File: config.mk
export PLATFORM = sky130hd
export DESIGN_NAME = ght_ctrl
export DESIGN_NICKNAME = d
export VERILOG_FILES = /design/src/sv/ght_pkg.sv /design/src/sv/ght_ctrl.sv
export SDC_FILE = /design/constraint.sdc
export NUM_CORES = 1
export LEC_CHECK = 0
export BUFFER_PORTS_ARGS = -buffer_cell sky130_fd_sc_hd__clkbuf_2
export CORE_MARGIN = 2
export CORE_UTILIZATION = 35
export DETAILED_ROUTE_END_ITERATION = 6
export GPL_ROUTABILITY_DRIVEN = 0
export PLACE_DENSITY_LB_ADDON = 0.3
export SYNTH_ARGS = -nofsm -noshare
export SYNTH_HDL_FRONTEND = slang
export SYNTH_SLANG_ARGS = --single-unit
File: constraint.sdc
create_clock -name i_clk -period 1.8 [get_ports i_clk]
set_input_delay 0.09 -clock i_clk [delete_from_list [all_inputs] [get_ports i_clk]]
set_output_delay 0.09 -clock i_clk [all_outputs]
set_load 0.03 [all_outputs]
File: src/sv/ght_pkg.sv
// Package for the generational handle table: types, codes and sizes.
`timescale 1ns / 1ps
package ght_pkg;
    localparam int TABLE_DEPTH = 64;
    localparam int IDX_W = $clog2(TABLE_DEPTH);
    localparam int CNT_W = IDX_W + 1;
    localparam int KEY_W = 64;
    localparam int GEN_W = 32;

    localparam logic [2:0] OP_ACQUIRE    = 3'd0;
    localparam logic [2:0] OP_RESOLVE    = 3'd1;
    localparam logic [2:0] OP_INVALIDATE = 3'd2;
    localparam logic [2:0] OP_RELEASE    = 3'd3;
    localparam logic [2:0] OP_RESET      = 3'd4;

    localparam logic [1:0] ST_OK      = 2'd0;
    localparam logic [1:0] ST_INVALID = 2'd1;
    localparam logic [1:0] ST_FULL    = 2'd2;
    localparam logic [1:0] ST_STALE   = 2'd3;

    typedef enum logic [3:0] {
        S_IDLE, S_DISPATCH, S_MATCH_RD, S_MATCH_CHK, S_FREE_RD, S_FREE_CHK,
        S_APPEND, S_RES_RD, S_RES_CHK, S_SWEEP_RD, S_SWEEP_CHK, S_DONE
    } t_state;

    // controller to datapath
    typedef struct packed {
        logic       load;       // capture request
        logic       clr_idx;    // scan index to zero
        logic       inc_idx;
        logic       set_qidx;   // scan index from query
        logic       rd;         // read slot at scan index
        logic       wr_acq;     // write key/kind, gen+1
        logic       wr_append;
        logic       wr_free;    // clear key, gen+1
        logic       used_inc;
        logic       used_clr;
        logic       set_res;    // load result register
        logic [1:0] res_st;
        logic       res_idx;    // result carries slot index/gen
        logic       res_key;    // result carries read key
    } t_cmd;

    // datapath to controller
    typedef struct packed {
        logic [2:0] opcode;
        logic       key_zero;
        logic       kind_zero;
        logic       qvalid;
        logic       idx_end;    // scan index reached slots_used
        logic       q_in_range;
        logic       full;
        logic       hit;        // read slot kind and key match
        logic       rd_free;    // read slot key zero
        logic       res_ok;     // resolve checks pass
    } t_stat;
endpackage

File: src/sv/ght_ctrl.sv
// Controller: sequences each request through scans of the slot memory.
`timescale 1ns / 1ps
module ght_ctrl (
    input  logic           i_clk,
    input  logic           i_rst_n,
    input  logic           i_in_valid,
    output logic           o_in_ready,
    output logic           o_out_valid,
    input  logic           i_out_ready,
    input  ght_pkg::t_stat i_stat,
    output ght_pkg::t_cmd  o_cmd
);
    import ght_pkg::*;

    t_state r_state, n_state;

    always_ff @(posedge i_clk) begin
        if (!i_rst_n) r_state <= S_IDLE;
        else          r_state <= n_state;
    end

    always_comb begin
        n_state     = r_state;
        o_cmd       = '0;
        o_in_ready  = 1'b0;
        o_out_valid = 1'b0;
        case (r_state)
            S_IDLE: begin
                o_in_ready = 1'b1;
                if (i_in_valid) begin
                    o_cmd.load    = 1'b1;
                    o_cmd.clr_idx = 1'b1;
                    n_state       = S_DISPATCH;
                end
            end
            S_DISPATCH: begin
                o_cmd.set_res = 1'b1;
                o_cmd.res_st  = ST_OK;
                n_state       = S_DONE;
                case (i_stat.opcode)
                    OP_ACQUIRE: begin
                        if (i_stat.key_zero) o_cmd.res_st = ST_INVALID;
                        else begin
                            o_cmd.set_res = 1'b0;
                            n_state       = S_MATCH_RD;
                        end
                    end
                    OP_RESOLVE: begin
                        if (!i_stat.qvalid || !i_stat.q_in_range)
                            o_cmd.res_st = ST_INVALID;
                        else begin
                            o_cmd.set_res  = 1'b0;
                            o_cmd.set_qidx = 1'b1;
                            n_state        = S_RES_RD;
                        end
                    end
                    OP_INVALIDATE: begin
                        if (i_stat.key_zero || i_stat.kind_zero)
                            o_cmd.res_st = ST_INVALID;
                        else n_state = S_SWEEP_RD;
                    end
                    OP_RELEASE: n_state = S_SWEEP_RD;
                    OP_RESET:   o_cmd.used_clr = 1'b1;
                    default:    o_cmd.res_st = ST_INVALID;
                endcase
            end
            // first pass: existing slot with same kind and key
            S_MATCH_RD: begin
                if (i_stat.idx_end) begin
                    o_cmd.clr_idx = 1'b1;
                    n_state       = S_FREE_RD;
                end else begin
                    o_cmd.rd = 1'b1;
                    n_state  = S_MATCH_CHK;
                end
            end
            S_MATCH_CHK: begin
                if (i_stat.hit) begin
                    // existing slot: generation reported unchanged
                    o_cmd.set_res = 1'b1;
                    o_cmd.res_st  = ST_OK;
                    o_cmd.res_idx = 1'b1;
                    n_state       = S_DONE;
                end else begin
                    o_cmd.inc_idx = 1'b1;
                    n_state       = S_MATCH_RD;
                end
            end
            // second pass: lowest free slot
            S_FREE_RD: begin
                if (i_stat.idx_end) n_state = S_APPEND;
                else begin
                    o_cmd.rd = 1'b1;
                    n_state  = S_FREE_CHK;
                end
            end
            S_FREE_CHK: begin
                if (i_stat.rd_free) begin
                    o_cmd.wr_acq  = 1'b1;
                    o_cmd.set_res = 1'b1;
                    o_cmd.res_st  = ST_OK;
                    o_cmd.res_idx = 1'b1;
                    n_state       = S_DONE;
                end else begin
                    o_cmd.inc_idx = 1'b1;
                    n_state       = S_FREE_RD;
                end
            end
            S_APPEND: begin
                o_cmd.set_res = 1'b1;
                n_state       = S_DONE;
                if (i_stat.full) o_cmd.res_st = ST_FULL;
                else begin
                    o_cmd.wr_append = 1'b1;
                    o_cmd.used_inc  = 1'b1;
                    o_cmd.res_st    = ST_OK;
                    o_cmd.res_idx   = 1'b1;
                end
            end
            S_RES_RD: begin
                o_cmd.rd = 1'b1;
                n_state  = S_RES_CHK;
            end
            S_RES_CHK: begin
                o_cmd.set_res = 1'b1;
                n_state       = S_DONE;
                if (i_stat.res_ok) begin
                    o_cmd.res_st  = ST_OK;
                    o_cmd.res_key = 1'b1;
                end else o_cmd.res_st = ST_STALE;
            end
            // invalidate or release-all over every used slot
            S_SWEEP_RD: begin
                if (i_stat.idx_end) n_state = S_DONE;
                else begin
                    o_cmd.rd = 1'b1;
                    n_state  = S_SWEEP_CHK;
                end
            end
            S_SWEEP_CHK: begin
                o_cmd.inc_idx = 1'b1;
                n_state       = S_SWEEP_RD;
                if (i_stat.opcode == OP_RELEASE) o_cmd.wr_free = !i_stat.rd_free;
                else                             o_cmd.wr_free = i_stat.hit;
            end
            S_DONE: begin
                o_out_valid = 1'b1;
                if (i_out_ready) n_state = S_IDLE;
            end
            default: n_state = S_IDLE;
        endcase
    end
endmodule

==> results of run 1 <==
-- final cells by class --
| cell class | instances | area share [%] |
|---|---|---|
| Clock buffer | 3 | 2.30 |
| Inverter | 4 | 1.53 |
| Multi-Input combinational cell | 87 | 62.5 |
| Sequential cell | 4 | 8.81 |
| Tap cell | 27 | 3.45 |
| Timing Repair Buffer | 38 | 21.5 |
-- kinds of logic after synthesis --
logic type | count (synthesis) | synth area share (%)
buf+inv | 14 | 9.63
simple gates | 49 | 39.8
mux | 4 | 5.78
compound gates | 34 | 33.6
flops | 4 | 11.2
-- power groups by stage --
stage	Sequential [uW]	Clock, uW	Combinational (uW)
floorplan	135	0	701
global placement	169	0	877
detailed placement	173	0	883
CTS	176	122	894
global route	186	126	987
finish	179	119	901
-- worst max-delay path, cell delays in order (launching register included) --
cell,delay [ns]
dfxtp_2,0.36
or4b_4,0.57
nor4b_2,0.27
buf_4,0.20
-- repair_timing --
action / CTS / global route
endpoints found under the setup margin: 4 / 4
cloned: 0 / 0
resized for setup: 5 / 6
pin swaps: 0 / 0
-- per-layer routing --
metal / track usage, % / routed length [um] / vias to the layer above
met5: 0 / 0 / -
met1: 25.5 / 929 / 421
met2: 29.7 / 1000 / 42
met4: 7.14 / 25 / 0
met3: 2.76 / 157 / 2
li1: - / - / 454
-- synth_stat cells, types with 2 or more instances --
library cell	n	area share, %
inv_1	4	2.1
nor3_1	2	1.4
nor2_1	10	5.3
o21ai_0	4	2.8
o22ai_1	2	1.8
clkbuf_1	3	1.6
buf_2	4	2.8
nor4_1	4	3.5
nand2_1	10	5.3
o21a_1	3	3.2
mux2i_1	3	4.2
o21bai_1	3	3.2
a211oi_1	2	2.1
nand2b_1	3	2.6
nor2b_1	6	5.3
a31oi_1	3	2.6
a22oi_1	3	3.2
a21oi_1	4	2.8
dfxtp_1	4	11
nand3_1	3	2.1
nor3b_1	3	3.2
-- metrics by stage --
stage          hold slack (ns)  instances  power [uW]
2_1_floorplan            0.207        105         836
3_3_place_gp             0.379        160        1050
3_5_place_dp             0.363        160        1060
4_1_cts                  0.103        163        1190
5_1_grt                  0.102        163        1300
6_report                 0.106        163        1200
-- worst paths after layout --
path | depth (start not counted) | startpoint | endpoint
worst max-delay path | 3 | r_state[2]$_SDFFE_PN0P_ | o_cmd[5]
worst min-delay path | 2 | i_rst_n | r_state[2]$_SDFFE_PN0P_
worst max register to register | 5 | r_state[2]$_SDFFE_PN0P_ | r_state[1]$_SDFFE_PN0P_
worst min register to register | 2 | r_state[3]$_SDFFE_PN0P_ | r_state[0]$_SDFFE_PN0P_
==> metrics.md, run 1 <==
| Metric | Value |
|---|---|
| Clock H-tree levels | 1 |
| FP Rows | 16 |
| CTS Root Cell | clkbuf_4 |
| Most flops, register | r_state |
| Final net count | between 150 and 200 |
| Num CTS Buffers | 3 |
| Final WL | ~2.1 mm |
| Clock edge transition at the registers on the reported setup and hold paths | ~0.040 ns |
| Slew margin rel. | 66.7% |
| Multi-input gate area | a little over 600 um2 |
| Initial antenna violation count | 0 |
| Critical Path RT | 1.71 ns |
| DRT antenna net count | 0 |
| Synth unique cells | 43 |
| Register area | 86.3 um2 |
| Gr usage total | a little under a fifth |
| Async set or reset register ratio after synthesis | 0% |
| Final setup margin | about 0.07 ns |
| Fillers | around 210 |
| Internal power | approximately 550 uW |
| Post-Route Utilization | about half |
| Logic pwr share | 75.1% |
| Synth Instances | ~110 |
| Initial DRC Count | 29 |
| CTS hold repair buffers | 0 |
| Biggest regs | r_state: 4 flops |
| Design area | between 900 and 1000 um2 |
| Die width | between 40 and 50 um |
| DP Worst Slack | 0.208 ns |
| Clock Tree Buf Depth | 2 |
| Largest net degree at the start of global routing | 18 |
| Setup crit end kind | output pin |
| DR DRC count | 0 |
| Ant diodes | 0 |
| Status | finished, final reports clean |
| Largest register FFs | 4 |
| Warnings, synthesis | 0 |
| Most frequent cells in the layout | 30 x clkbuf_2, 10 x nand2_1, 9 x nor2_1, 8 x buf_4, 6 x nor2b_1 |
| Leakage | between 0.0004 and 0.0005 uW |
| Die Y | around 49 um |
| Max Freq | roughly 580 MHz |
| Vias | approximately 900 |
| Switching Share | a little over half |
| First-pass iteration count of the detailed router | 4 |
| Syn Std Cell Area | 714 um2 |
| Post-synth EDFFs | 0 |
| TritonCTS clock tree | done |
| Total gr overflow | 0 |
| Yosys reg bits | 4 |
| Slew @ Worst Pin | just under 0.5 ns |
| Max-slew violation count | 0 |
| Unrepaired setup endpoints after global routing | no |
| Syn nets | around 120 |
| Final-report hold violation count | 0 |
| Clock skew | between 0.007 and 0.008 ns |
| Clk_lat worst skew | between 0.2 and 0.3 ns |
| Most common cell after layout, fill and taps aside | clkbuf_2 |
| HP Class | input port to flip-flop |
| Initial core utilization | between 30% and 40% |
| Max VDD drop | just under 1000 uV |
| Port Buffers | 32 |
| Sequential Power Share | around 15% |
| CP Launch Type | flip-flop |
| Layout Area Growth over Synthesis | 37.1% |
| Ys flop type | dfxtp_1 |
| Sequential fraction of the synthesis area | between 10% and 20% |
| R2r setup slk | 0.28 ns |
| First-pass GRT wire length | between 3 and 4 mm |
| DIE AREA | around 2400 um2 |
| Pwr per Cell Area | between 1000 and 1500 nW/um2 |
| DR WL/cell | ~13 um |
| Setup TNS | 0 ns |
| Critical path arrival | approximately 1.6 ns |
| Tmin final | approximately 1.7 ns |
| Avg Cell Area, Syn | between 6 and 7 um2 |
| Final Cycle Share | 96.1% |
| Number of I/O pins | 33 |
| Share of post-route cells with drive strength above 1 | 40.4% |
| Switching pwr | between 600 and 700 uW |
| Max_cap viols | 0 |
| Vias per cell | approximately 5.6 |
| Clock power frac | about a tenth |
| Core ar. | between 1500 and 2000 um2 |
| Critical-path maximum fanout | 8 |
| Setup violations, final | 0 |
| Post-DP Area | between 900 and 1000 um2 |
| Path type of the worst setup path | flip-flop to output pin |
| HPWL after DPL | around 1.6 mm |
| Vias in the first global route | 833 |
| Buffers inserted by post-CTS timing repair | 0 |
| Clock tree sinks | 4 |
(Power assumes the default switching activity.)
==> run 2: changes to the inputs <==
--- a/config.mk
+++ b/config.mk
@@ -13,2 +13,3 @@
 export PLACE_DENSITY_LB_ADDON = 0.3
+export REMOVE_ABC_BUFFERS = 1
 export SYNTH_ARGS = -nofsm -noshare
--- a/constraint.sdc
+++ b/constraint.sdc
@@ -3,2 +3,2 @@
 set_output_delay 0.09 -clock i_clk [all_outputs]
-set_load 0.03 [all_outputs]
+set_load 0.05 [all_outputs]
==> metrics.md, run 2 (synthesis results as in run 1) <==
| Metric | Value |
|---|---|
| Status | finished, final reports clean |
| Clock skew | ~0.0031 ns |
| CP top delay family | simple AND/OR/NAND/NOR gates |
| FF-to-FF Start | r_state[0]$_SDFFE_PN0P_ |
| Clock edge transition at the registers on the reported setup and hold paths | approximately 0.040 ns |
| Clock Tree Buf Depth | 2 |
| Max_cap viols | 0 |
| Slew margin rel. | between 60% and 70% |
| Delay of the slowest critical-path stage | slightly below 0.6 ns |
| Clk_lat worst skew | roughly 0.23 ns |
| Layout Area Growth over Synthesis | 41.7% |
| Largest register FFs | 4 |
| Num CTS Buffers | 3 |
| Largest net degree at the start of global routing | 22 |
| Non-Filler Instances | around 160 |
| CP Launch Point | r_state[2]$_SDFFE_PN0P_ |
| Final net count | 154 |
| Initial core utilization | 36.8% |
| Final WL | ~2.1 mm |
| Most common cell after layout, fill and taps aside | clkbuf_2 |
| Crit path depth | 3 |
| Setup TNS | 0 ns |
| Gr usage total | between 10% and 20% |
| Critical path arrival | between 1.5 and 2 ns |
| Inst Count DP | between 150 and 200 |
| Initial DRC Count | 17 |
| Post-Route Utilization | 52.1% |
| Initial antenna violation count | 0 |
| Max Freq | approximately 570 MHz |
| Most flops, register | r_state |
| Slowest cell on crit path | or4b_4 |
| Unrepaired setup endpoints after global routing | yes |
| Slew @ Worst Pin | about 0.53 ns |
| Tmin final | between 1.5 and 2 ns |
| Port Buffers | 32 |
| Setup violations, final | 0 |
| Path type of the worst setup path | flip-flop to output pin |
| Worst r2r path cells | 5 |
| TritonCTS clock tree | done |
| Max VDD drop | ~780 uV |
| Final Cycle Share | between 90% and 100% |
| DIE AREA | between 2000 and 2500 um2 |
| DRT antenna net count | 0 |
| First-pass GRT wire length | 3.29 mm |
| Clock tree sinks | 4 |
| Share of post-route cells with drive strength above 1 | between 40% and 50% |
| CTS Root Cell | clkbuf_4 |
| R2r setup slk | about 0.20 ns |
| CTS hold repair buffers | 0 |
| First-pass iteration count of the detailed router | 4 |
| HPWL after DPL | around 1.6 mm |
| Die width | slightly below 50 um |
| CP bufs+invs | 1 |
| Ant diodes | 0 |
| Biggest regs | r_state: 4 flops |
| Die Y | just under 50 um |
| Critical Path RT | around 1.7 ns |
| Reg-to-Reg End | r_state[1]$_SDFFE_PN0P_ |
| Core ar. | just under 2000 um2 |
| CP Cell Sequence | or4b_4 -> nor4b_4 -> clkbuf_8 |
| Leakage | about 0.00044 uW |
| Number of I/O pins | 33 |
| Clock H-tree levels | 1 |
| DR DRC count | 0 |
| Vias per cell | around 5.5 |
| Total power | between 1000 and 1500 uW |
| Setup crit end kind | output pin |
| Most frequent cells in the layout | 27 x clkbuf_2, 10 x nand2_1, 9 x nor2_1, 6 x nor2b_1, 6 x buf_4 |
| Vias in the first global route | just under 800 |
| Critical-path maximum fanout | 7 |
| Final-report hold violation count | 0 |
| CP Launch Type | flip-flop |
| DR WL/cell | between 10 and 15 um |
| Pwr per Cell Area | roughly 1400 nW/um2 |
| Total gr overflow | 0 |
| Vias | 897 |
| Max-slew violation count | 0 |
| Worst Setup EP | o_cmd[5] |
| HP Class | input port to flip-flop |
| FP Rows | 16 |
==> run 2: power breakdown <==
| part | internal, uW | switching [uW] |
|---|---|---|
| clock | 74.5 | 35.8 |
| sequential | 120 | 24.5 |
| combinational | 403 | 717 |
==> run 2: timing repair <==
item,4_1_cts,5_1_grt
endpoints found under the setup margin,3,10
pin swaps,0,3
setup buffers,0,0
gates resized for setup,7,10
==> run 2: worst min path at each step <==
stage / depth (start not counted) / slack (ns) / end / start
6_report: 2 / 0.1 / r_state[2]$_SDFFE_PN0P_ / i_rst_n
5_1_grt: 2 / 0.09 / r_state[2]$_SDFFE_PN0P_ / i_rst_n
4_1_cts: 2 / 0.09 / r_state[2]$_SDFFE_PN0P_ / i_rst_n
3_5_place_dp: 2 / 0.34 / r_state[2]$_SDFFE_PN0P_ / i_rst_n
3_3_place_gp: 2 / 0.34 / r_state[2]$_SDFFE_PN0P_ / i_rst_n
2_1_floorplan: 1 / 0.21 / r_state[2]$_SDFFE_PN0P_ / i_rst_n
==> run 2: stage by stage <==
| stage | hold WS, ns | instance area (um2) | setup slack [ns] |
|---|---|---|---|
| floorplan | 0.207 | 661 | -2.56 |
| global placement | 0.339 | 930 | 0.187 |
| detailed placement | 0.339 | 930 | 0.113 |
| CTS | 0.0934 | 992 | 0.00276 |
| global route | 0.0904 | 1010 | 0.00159 |
| finish | 0.0953 | 1010 | 0.0430 |
==> run 2: layout make-up <==
type	instances	area [um2]
clock buffer	3	22.5
inverter	4	15.0
fill	203	930
sequential	4	82.6
multi-input combinational	87	612
tap	27	33.8
timing repair buffer	38	246
==> run 2: layer usage <==
| layer | vias up | routed length, um | track usage [%] |
|---|---|---|---|
| met5 | - | 0 | 0 |
| met4 | 0 | 9 | 10.0 |
| met3 | 2 | 117 | 1.23 |
| met2 | 31 | 1040 | 28.8 |
| met1 | 407 | 939 | 22.1 |
| li1 | 457 | - | - |
==> run 3: changes to the inputs <==
- ABC_AREA: default -> 1
==> metrics.md, run 3 <==
| Metric | Value |
|---|---|
| DIE AREA | 2010 um2 |
| Ys flop type | dfxtp_1 |
| Path type of the worst setup path | flip-flop to output pin |
| Critical-path maximum fanout | 7 |
| Clk_lat worst skew | 0.23 ns |
| Ant diodes | 0 |
| Setup violations, final | 0 |
| Clock edge transition at the registers on the reported setup and hold paths | around 0.04 ns |
| Total power | approximately 1000 uW |
| Die Y | approximately 45 um |
| Setup crit end kind | output pin |
| CP top delay family | buffers and inverters |
| Most flops, register | r_state |
| TritonCTS clock tree | done |
| Sequential fraction of the synthesis area | approximately 14% |
| Slew margin rel. | between 70% and 80% |
| CTS Root Cell | clkbuf_4 |
| WHS Endpoint | r_state[1]$_SDFFE_PN0P_ |
| Initial antenna violation count | 0 |
| Warnings, synthesis | 0 |
| Final Cycle Share | a little over 90% |
| Post-synth top cells | 25 x nand2_1, 20 x inv_1, 16 x nor2_1 |
| Yosys reg bits | 4 |
| Delay of the slowest critical-path stage | 0.40 ns |
| Synth top area cells | nand2_1 16%, dfxtp_1 14%, inv_1 13% |
| Initial core utilization | 37.9% |
| Max VDD drop | 917 uV |
| Post-synth EDFFs | 0 |
| Hold Worst Slack | slightly below 0.07 ns |
| Clock skew | 0.000806 ns |
| R2r setup slk | 0.46 ns |
| Synth Instances | 111 |
| Most frequent cells in the layout | 27 x clkbuf_2, 25 x nand2_1, 20 x inv_1, 15 x nor2_1 |
| Tmin final | ~1.7 ns |
| Slew @ Worst Pin | 0.319 ns |
| Layout Area Growth over Synthesis | 35.3% |
| Pwr per Cell Area | ~1300 nW/um2 |
| Final-report hold violation count | 0 |
| Max Freq | between 500 and 600 MHz |
| Die width | between 40 and 50 um |
| Final WL | 1.64 mm |
| Buffers inserted by post-CTS timing repair | 0 |
| CP Launch Type | flip-flop |
| CP Cell Sequence | inv_2 -> nor2_4 -> inv_1 -> nor3_1 -> inv_1 -> o311ai_0 -> clkbuf_2 |
| Worst r2r path cells | 9 |
| Initial DRC Count | 14 |
| FP Rows | 14 |
| Syn Std Cell Area | between 500 and 600 um2 |
| FF-to-FF Start | r_state[1]$_SDFFE_PN0P_ |
| Clock Tree Buf Depth | 2 |
| Largest net degree at the start of global routing | 8 |
| DRT antenna net count | 0 |
| Reg-to-Reg End | r_state[3]$_SDFFE_PN0P_ |
| First-pass iteration count of the detailed router | 4 |
| Share of post-route cells with drive strength above 1 | between 30% and 40% |
| Biggest regs | r_state: 4 flops |
| Number of I/O pins | 33 |
| Yosys top cell by area | nand2_1 |
| Clock H-tree levels | 1 |
| HPWL after DPL | roughly 1.4 mm |
| HP Class | input port to flip-flop |
| Count leader, synth | nand2_1 |
| Port Buffers | 32 |
| CP bufs+invs | 4 |
| Vias in the first global route | 658 |
| Gr usage total | roughly 17% |
| Leakage | 0.000470 uW |
| Final net count | approximately 160 |
| Total gr overflow | 0 |
| Largest register FFs | 4 |
| Avg Cell Area, Syn | approximately 5.3 um2 |
| Vias | just over 800 |
| Async set or reset register ratio after synthesis | 0% |
| Slowest cell on crit path | dfxtp_1 |
| Most common cell after layout, fill and taps aside | clkbuf_2 |
| Max_cap viols | 0 |
| Hold Path Depth | 3 |
| Max-slew violation count | 0 |
| DR WL/cell | ~10 um |
| Critical Path RT | about 1.7 ns |
| Vias per cell | just over 5 |
| Synth unique cells | 23 |
| Yosys top cell area share | between 15 and 20% |
| First-pass GRT wire length | about 2.6 mm |
| Clock tree sinks | 4 |
| Crit path top cell by count | inv_1 |
| DR DRC count | 0 |
| Status | finished, final reports clean |
| Critical path arrival | ~1.6 ns |
| Num CTS Buffers | 3 |
| HP Start | i_rst_n |
| Core ar. | approximately 1500 um2 |
## run 3: cell types whose count changed after synthesis, sizes merged, moves of 4 or more
cell and change:
nor2 +10, nand3 +7, inv +18, o21ai +6, nand2 +17, buf -6, nor4 -4, nor2b -6
## run 3: worst max-delay path by stage
stage / cells past startpoint / startpoint / endpoint / slack (ns)
6_report: 7 / r_state[2]$_SDFFE_PN0P_ / o_cmd[12] / 0.13
5_1_grt: 5 / r_state[1]$_SDFFE_PN0P_ / o_cmd[7] / -0.01
4_1_cts: 7 / r_state[0]$_SDFFE_PN0P_ / o_cmd[1] / 0.11
3_5_place_dp: 7 / r_state[0]$_SDFFE_PN0P_ / o_cmd[1] / 0.36
3_3_place_gp: 7 / r_state[0]$_SDFFE_PN0P_ / o_cmd[1] / 0.39
2_1_floorplan: 2 / r_state[0]$_SDFFE_PN0P_ / o_cmd[12] / -0.65
## run 3: power by group
group          leakage [uW]  total (uW)  internal [uW]  switching [uW]
logic              0.000423         781            196             585
clock network     0.0000138         110           74.5            35.7
registers         0.0000332         153            118            35.0
total              0.000470        1040            389             656
## run 3: tightest hold or removal path, stage by stage
cell      delay [ns]
clkbuf_2        0.10
nand2_1         0.05
inv_1           0.04
## run 3: metal layers
metal / vias up / GRT usage (%) / part of all wire, %
li1: 430 / - / -
met1: 358 / 23.7 / 45
met2: 24 / 27.0 / 47
met3: 6 / 1.20 / 6.3
met4: 0 / 8.82 / 2.4
met5: - / 0 / 0
## run 3: cell type report
type | instances | area (um2)
multi-input cells | 84 | 417
repair buffers | 32 | 168
flip-flops and latches | 4 | 81.3
fillers | 178 | 751
clock buffers | 3 | 22.5
well taps | 16 | 20.0
inverters | 22 | 82.6
## run 3: what timing repair did
action,CTS,global route
endpoints found under the hold margin,0,0
resized for setup,0,10
hold buffers,0,0
setup endpoints to repair,0,5
## run 3: stage by stage
step	instance area, um2	TNS (ns)	util [%]	cells	setup slack [ns]
after floorplan	577	-2.05	-	110	-0.655
after global placement	757	0	49.1	158	0.385
after detailed placement	757	0	49.1	158	0.365
after CTS	779	0	50.6	161	0.114
after global routing	791	-0.0131	51.3	161	-0.0131
final	791	0	51.3	161	0.130
## run 3: cell families (layout without fill, tap and decap cells)
kind of cell | after synthesis | in the layout | synth area share, %
buffers and inverters | 23 | 57 | 15.4
DFF | 4 | 4 | 13.7
and+or+nand+nor | 66 | 66 | 52.9
AOI/OAI and AO/OA | 18 | 18 | 18.0
